[src/ufrc_pkg.sv]
// Shared types and constants of the disjoint-set engine.
package ufrc_pkg;

  // Width of the node fields on the ports.
  localparam int PORT_W = 10;

  // Rank storage and its saturation value.
  localparam int RANK_W = 4;
  localparam logic [RANK_W-1:0] RANK_MAX = 4'd15;

  // Step counter of the index reduction.
  localparam int RED_CNT_W = 4;

  // Operation codes.
  localparam logic OP_FIND  = 1'b0;
  localparam logic OP_UNION = 1'b1;

  // Write enables towards the node tables.
  typedef struct packed {
    logic par_we;
    logic rank_we;
  } tbl_we_t;

  // One result beat.
  typedef struct packed {
    logic [PORT_W-1:0] root_a;
    logic [PORT_W-1:0] root_b;
    logic              already_joined;
  } result_t;

endpackage

[src/ufrc_seq.sv]
// Sequencer: index reduction, root walk, path compression and linking.
module ufrc_seq #(
  parameter int NODES = 1024,
  parameter int IDX_W = 10
) (
  input  logic                        clk_i,
  input  logic                        rst_ni,
  input  logic                        in_valid_i,
  output logic                        ready_o,
  input  logic                        operation_i,
  input  logic [ufrc_pkg::PORT_W-1:0] node_a_i,
  input  logic [ufrc_pkg::PORT_W-1:0] node_b_i,
  output logic                        res_valid_o,
  input  logic                        res_take_i,
  output ufrc_pkg::result_t           res_o,
  output ufrc_pkg::tbl_we_t           we_o,
  output logic [IDX_W-1:0]            par_waddr_o,
  output logic [IDX_W-1:0]            par_wdata_o,
  output logic [IDX_W-1:0]            rank_waddr_o,
  output logic [ufrc_pkg::RANK_W-1:0] rank_wdata_o,
  output logic [IDX_W-1:0]            rd_addr_o,
  input  logic [IDX_W-1:0]            par_rdata_i,
  input  logic [ufrc_pkg::RANK_W-1:0] rank_rdata_i
);

  localparam int PW = ufrc_pkg::PORT_W;
  localparam int RW = ufrc_pkg::RANK_W;
  localparam int CW = ufrc_pkg::RED_CNT_W;
  // Number of compare-subtract steps that bring a port index below NODES.
  localparam int RED_STEPS = $clog2((1024 + NODES - 1) / NODES);
  localparam logic [PW-1:0] NODES_P = PW'(NODES);
  localparam logic [CW-1:0] RED_LAST = CW'(RED_STEPS - 1);
  localparam logic [IDX_W-1:0] LAST_IDX = IDX_W'(NODES - 1);

  typedef enum logic [3:0] {
    S_CLEAR, S_IDLE, S_RED, S_START, S_WALK, S_COMP, S_FDONE, S_LINK, S_OUT
  } state_e;

  state_e            state_q;
  logic              op_q;
  logic              phase_b_q;
  logic [PW-1:0]     node_b_q;
  logic [PW-1:0]     red_q;
  logic [CW-1:0]     red_cnt_q;
  logic [IDX_W-1:0]  node_q;
  logic [IDX_W-1:0]  cur_q;
  logic [IDX_W-1:0]  root_q;
  logic [RW-1:0]     rank_root_q;
  logic [IDX_W-1:0]  ra_q;
  logic [IDX_W-1:0]  rb_q;
  logic [RW-1:0]     rank_a_q;
  logic [RW-1:0]     rank_b_q;
  logic              joined_q;
  logic [IDX_W-1:0]  clr_q;

  logic [PW-1:0]     red_div;
  logic [IDX_W-1:0]  red_node;
  logic              at_root;

  assign red_div  = NODES_P << red_cnt_q;
  assign red_node = IDX_W'(red_q);
  assign at_root  = (par_rdata_i == cur_q);

  // Memory control follows the state directly.
  always_comb begin
    we_o         = '0;
    par_waddr_o  = cur_q;
    par_wdata_o  = root_q;
    rank_waddr_o = ra_q;
    rank_wdata_o = rank_a_q;
    rd_addr_o    = cur_q;
    unique case (state_q)
      S_CLEAR: begin
        we_o.par_we  = 1'b1;
        we_o.rank_we = 1'b1;
        par_waddr_o  = clr_q;
        par_wdata_o  = clr_q;
        rank_waddr_o = clr_q;
        rank_wdata_o = '0;
      end
      S_START: begin
        rd_addr_o = red_node;
      end
      S_WALK: begin
        rd_addr_o = at_root ? node_q : par_rdata_i;
      end
      S_COMP: begin
        we_o.par_we = 1'b1;
        par_waddr_o = cur_q;
        par_wdata_o = root_q;
        rd_addr_o   = par_rdata_i;
      end
      S_LINK: begin
        if (!joined_q) begin
          we_o.par_we = 1'b1;
          if (rank_a_q < rank_b_q) begin
            par_waddr_o = ra_q;
            par_wdata_o = rb_q;
          end else begin
            par_waddr_o = rb_q;
            par_wdata_o = ra_q;
            if (rank_a_q == rank_b_q && rank_a_q != ufrc_pkg::RANK_MAX) begin
              we_o.rank_we = 1'b1;
              rank_waddr_o = ra_q;
              rank_wdata_o = rank_a_q + 4'd1;
            end
          end
        end
      end
      default: begin
      end
    endcase
  end

  always_ff @(posedge clk_i or negedge rst_ni) begin
    if (!rst_ni) begin
      state_q   <= S_CLEAR;
      clr_q     <= '0;
      phase_b_q <= 1'b0;
      op_q      <= ufrc_pkg::OP_FIND;
      joined_q  <= 1'b0;
    end else begin
      unique case (state_q)
        S_CLEAR: begin
          clr_q <= clr_q + 1'b1;
          if (clr_q == LAST_IDX) begin
            state_q <= S_IDLE;
          end
        end
        S_IDLE: begin
          if (in_valid_i) begin
            op_q      <= operation_i;
            node_b_q  <= node_b_i;
            red_q     <= node_a_i;
            red_cnt_q <= RED_LAST;
            phase_b_q <= 1'b0;
            state_q   <= (RED_STEPS == 0) ? S_START : S_RED;
          end
        end
        S_RED: begin
          if (red_q >= red_div) begin
            red_q <= red_q - red_div;
          end
          red_cnt_q <= red_cnt_q - 1'b1;
          if (red_cnt_q == '0) begin
            state_q <= S_START;
          end
        end
        S_START: begin
          node_q  <= red_node;
          cur_q   <= red_node;
          state_q <= S_WALK;
        end
        S_WALK: begin
          if (at_root) begin
            root_q      <= cur_q;
            rank_root_q <= rank_rdata_i;
            if (node_q == cur_q) begin
              state_q <= S_FDONE;
            end else begin
              cur_q   <= node_q;
              state_q <= S_COMP;
            end
          end else begin
            cur_q <= par_rdata_i;
          end
        end
        S_COMP: begin
          // The node whose parent is the root is the last one to rewrite.
          if (par_rdata_i == root_q) begin
            state_q <= S_FDONE;
          end else begin
            cur_q <= par_rdata_i;
          end
        end
        S_FDONE: begin
          if (!phase_b_q) begin
            ra_q     <= root_q;
            rank_a_q <= rank_root_q;
            if (op_q == ufrc_pkg::OP_UNION) begin
              phase_b_q <= 1'b1;
              red_q     <= node_b_q;
              red_cnt_q <= RED_LAST;
              state_q   <= (RED_STEPS == 0) ? S_START : S_RED;
            end else begin
              rb_q     <= '0;
              joined_q <= 1'b0;
              state_q  <= S_OUT;
            end
          end else begin
            rb_q     <= root_q;
            rank_b_q <= rank_root_q;
            joined_q <= (root_q == ra_q);
            state_q  <= S_LINK;
          end
        end
        S_LINK: begin
          state_q <= S_OUT;
        end
        S_OUT: begin
          if (res_take_i) begin
            state_q <= S_IDLE;
          end
        end
        default: begin
          state_q <= S_IDLE;
        end
      endcase
    end
  end

  assign ready_o            = (state_q == S_IDLE);
  assign res_valid_o        = (state_q == S_OUT);
  assign res_o.root_a         = PW'(ra_q);
  assign res_o.root_b         = PW'(rb_q);
  assign res_o.already_joined = joined_q;

  a_busy_after_accept: assert property (@(posedge clk_i) disable iff (!rst_ni)
    (ready_o && in_valid_i) |=> !ready_o)
    else $error("sequencer still ready after taking an item");

  a_joined_same_root: assert property (@(posedge clk_i) disable iff (!rst_ni)
    (res_valid_o && joined_q) |-> (ra_q == rb_q))
    else $error("joined result with differing roots");

  a_find_result_clean: assert property (@(posedge clk_i) disable iff (!rst_ni)
    (res_valid_o && op_q == ufrc_pkg::OP_FIND) |-> (rb_q == '0 && !joined_q))
    else $error("find result carries union fields");

  a_comp_no_clash: assert property (@(posedge clk_i) disable iff (!rst_ni)
    (state_q == S_COMP) |-> (rd_addr_o != par_waddr_o))
    else $error("compression reads the entry it rewrites");

  a_rank_bump_equal: assert property (@(posedge clk_i) disable iff (!rst_ni)
    (we_o.rank_we && state_q != S_CLEAR) |-> (rank_a_q == rank_b_q && !joined_q))
    else $error("rank raised on a link of unequal ranks");

endmodule

[config.mk]
export PLATFORM = sky130hd
export DESIGN_NAME = ufrc_seq
export DESIGN_NICKNAME = d
export VERILOG_FILES = /design/src/ufrc_pkg.sv /design/src/ufrc_seq.sv
export SDC_FILE = /design/constraint.sdc
export NUM_CORES = 1
export LEC_CHECK = 0
export BUFFER_PORTS_ARGS = -buffer_cell sky130_fd_sc_hd__buf_2
export CORE_MARGIN = 2
export CORE_UTILIZATION = 45
export CTS_BUF_LIST = sky130_fd_sc_hd__clkbuf_2 sky130_fd_sc_hd__clkbuf_4 sky130_fd_sc_hd__clkbuf_8
export CTS_CLUSTER_DIAMETER = 80
export DETAILED_ROUTE_END_ITERATION = 10
export GPL_TIMING_DRIVEN = 0
export HOLD_SLACK_MARGIN = 0.02
export PLACE_DENSITY = 0.67
export SLEW_MARGIN = 20
export SYNTH_ARGS = -nofsm -noshare
export SYNTH_HDL_FRONTEND = slang
export SYNTH_SLANG_ARGS = --single-unit
export TNS_END_PERCENT = 5
[constraint.sdc]
create_clock -name clk_i -period 5.2 [get_ports clk_i]
set_clock_uncertainty 0.05 [all_clocks]
set_input_delay 0.52 -clock clk_i [delete_from_list [all_inputs] [get_ports clk_i]]
set_output_delay 0.52 -clock clk_i [all_outputs]
set_load 0.01 [all_outputs]
==> flow_summary.toml <==
[status]
status = "finished, final reports clean"

[timing]
max_freq_mhz = 303
grt_setup_unrepaired = "no"
worst_pin_slew_ps = 918
hold_viol_final = 0
setup_viol = 0
relSlewSlack = 0.382
slew_violations = 0
fin_tns_setup_ps = 0
min_period_ps = 3300
fin_crit_sh = 0.634

[global_routing]
grt_pass1_wl_um = 21200
grt_use_met2 = 0.332
met1_usage = 0.291
top_usage_layer = "met2"
overflow = 0
grtUsageTotal = 0.213
gr-usage-met3 = 0.0436
grt_antenna_before_repair = 0
grt_pass1_vias = 3980
grt_max_degree = 24

[yosys]
synth_top_area_frac = 0.476
synthesis.nets = 543
synthesis.instances = 497
synthesis.area_sq_um = 5430
ys_ff_latch = 103
synth.area.top_cells = "edfxtp_1 (48%), dfrtp_1 (7.8%), xnor2_1 (7.4%), nand2_1 (7.1%), mux2i_1 (5.7%)"
syn_avg_cell_area_sq_um = 10.9
synth_cell_types = 42
yosysSeqAreaShare = 0.554
yosysTopAreaCell = "edfxtp_1"
synth_warnings = 0

[worst_setup_path]
crit_fanout = 10
cp-start-kind = "flop"
reg2reg_slack_ps = 2400
ff2ff_path_depth = 6
cp.arrival_ps = 2720
crit_required_ps = 4630
worstSetupPathType = "reg -> out"
end_kind = "primary output"

[die]
design.core.area_sq_um = 11900
start_util = 0.456
io_pins = 108
die_x_um = 114
num_rows = 40
dieArea_sq_um = 13000
chipHeight_um = 114

[place]
placedInstanceArea_sq_um = 6150
dpl.hpwl_um = 10500
place.gp.congestion = 0.870
io_buffers = 107

[final_layout]
syn2layout_area_growth_pct = 16.4
multiInputGateArea_sq_um = 2280
drive_above_1_share = 0.221
fill_cells = 1072
design_area_sq_um = 6320
final_nets = 661
seq_area_sq_um = 3010
num_antenna_cells = 0
postLayoutCoreUtil = 0.530

[clocking]
clockBufferDepth = 2
cts_tree = "yes"
cts_sinks = 103
h-tree-depth = 3
clkLatencyLatePin_ps = 370
cts_buffers = 9
clk_pin_slew_ps = 100
ctsHoldBuffers = 0
postCtsResizedCells = 0
post_cts_buffers = 0
cts_root_buffer = "clkbuf_8"

[power_and_ir_drop]
total_power_w = 0.00292
powerDensity_nw_per_um2 = 462
leakage_nw = 2.61
vdd.ir_drop.worst_mv = 0.322

[flow_run]
cap_violations = 0

[drt]
wl_per_cell_um = 17.4
vias = 4212
routed_via_density = 5.49
ant_nets = 0
drt_first_pass_iters = 5
drc = 0
wirelength_um = 13300
drt_iter0_drc = 378

[worst_hold_path]
hold_class = "in -> async"
-- critical path, cell delays in order (launching register included) --
cell	delay, ps
dfrtp_1	370
clkbuf_1	180
nor4_2	720
clkbuf_1	460
nand2_1	260
o211ai_1	170
buf_2	170
-- area by class of cell --
type | instances | share of cell area
Sequential cell | 103 | 0.476
Multi-Input combinational cell | 359 | 0.361
Timing Repair Buffer | 107 | 0.0848
Tap cell | 147 | 0.0291
Clock buffer | 9 | 0.0196
Buffer | 23 | 0.0156
Inverter | 12 | 0.00713
Clock inverter | 7 | 0.00634
-- where the power goes --
part / leakage [nW] / internal (W) / switching [W]
Clock: 0.0878 / 0.000170 / 0.000271
Sequential: 0.996 / 0.00106 / 0.000138
Combinational: 1.53 / 0.000492 / 0.000787
-- cell usage after synthesis, drive strengths merged --
cell    number
a31o         1
dfrtp       17
a311oi       1
a211o        1
and3         2
inv         12
nor2b        1
o22a         1
o311ai       2
buf          8
o21ai        7
and2        13
o32a         1
nor4         5
or2          1
nor4b        1
a22oi       21
clkbuf      15
o211ai      21
nand2      102
a21oi       20
mux2i       31
or3          3
o41ai        1
a31oi        1
nand2b       3
edfxtp      86
nor2        29
nand4       12
ha           7
o21a         3
xnor2       46
or4          1
nand3        5
a32o         1
nor3         5
o31ai        4
xor2         6
-- routing by layer --
metal | wire length, um | vias up
met3 | 772 | 29
met4 | 393 | 0
met1 | 6110 | 1985
li1 | - | 2033
met2 | 6070 | 165
met5 | 0 | -
-- cells in the final DEF, fill, tap and decap left out, drive strengths merged, types with 17 or more instances in the layout --
master  instances
buf           115
nand2         102
edfxtp         86
xnor2          46
mux2i          31
nor2           29
clkbuf         24
o211ai         21
a22oi          21
a21oi          20
dfrtp          17
-- sequential cells by signal, summed over array words and instances (netlist names), 10 cells and up --
| register | count |
|---|---|
| clr_q | 10 |
| cur_q | 10 |
| rb_q | 10 |
| node_b_q | 10 |
| red_node | 10 |
| root_q | 10 |
| node_q | 10 |
| ra_q | 10 |
-- cells by family after synthesis --
logic type,after synthesis,share of synthesized area
compound gates,86,0.111
fa+ha+maj,7,0.0161
flops,103,0.554
simple gates,183,0.151
mux,31,0.0572
buf+inv,35,0.0265
xor+xnor,52,0.0839
-- path summary, 6_finish.rpt --
check,startpoint,endpoint
worst max-delay path,state_q[1]$_DFFE_PN0P_,par_waddr_o[5]
worst min-delay path,rst_ni,op_q$_DFFE_PN0P_
worst max register to register,cur_q[2]$_DFFE_PP_,root_q[3]$_DFFE_PP_
worst min register to register,rank_root_q[0]$_DFFE_PP_,rank_b_q[0]$_DFFE_PP_
max in group asynchronous,rst_ni,clr_q[0]$_DFFE_PN0P_
min in group clk_i,rank_rdata_i[0],rank_root_q[0]$_DFFE_PP_
-- per-stage QoR --
step / hold slack (ps) / worst slack [ps] / cells
6_report: 41.7 / 1910 / 767
3_5_place_dp: 388 / 2290 / 751
5_1_grt: 72.5 / 1760 / 767
2_1_floorplan: 174 / 2740 / 497
4_1_cts: 44.1 / 1870 / 767
3_3_place_gp: 381 / 2270 / 751
(Power assumes the default switching activity.)
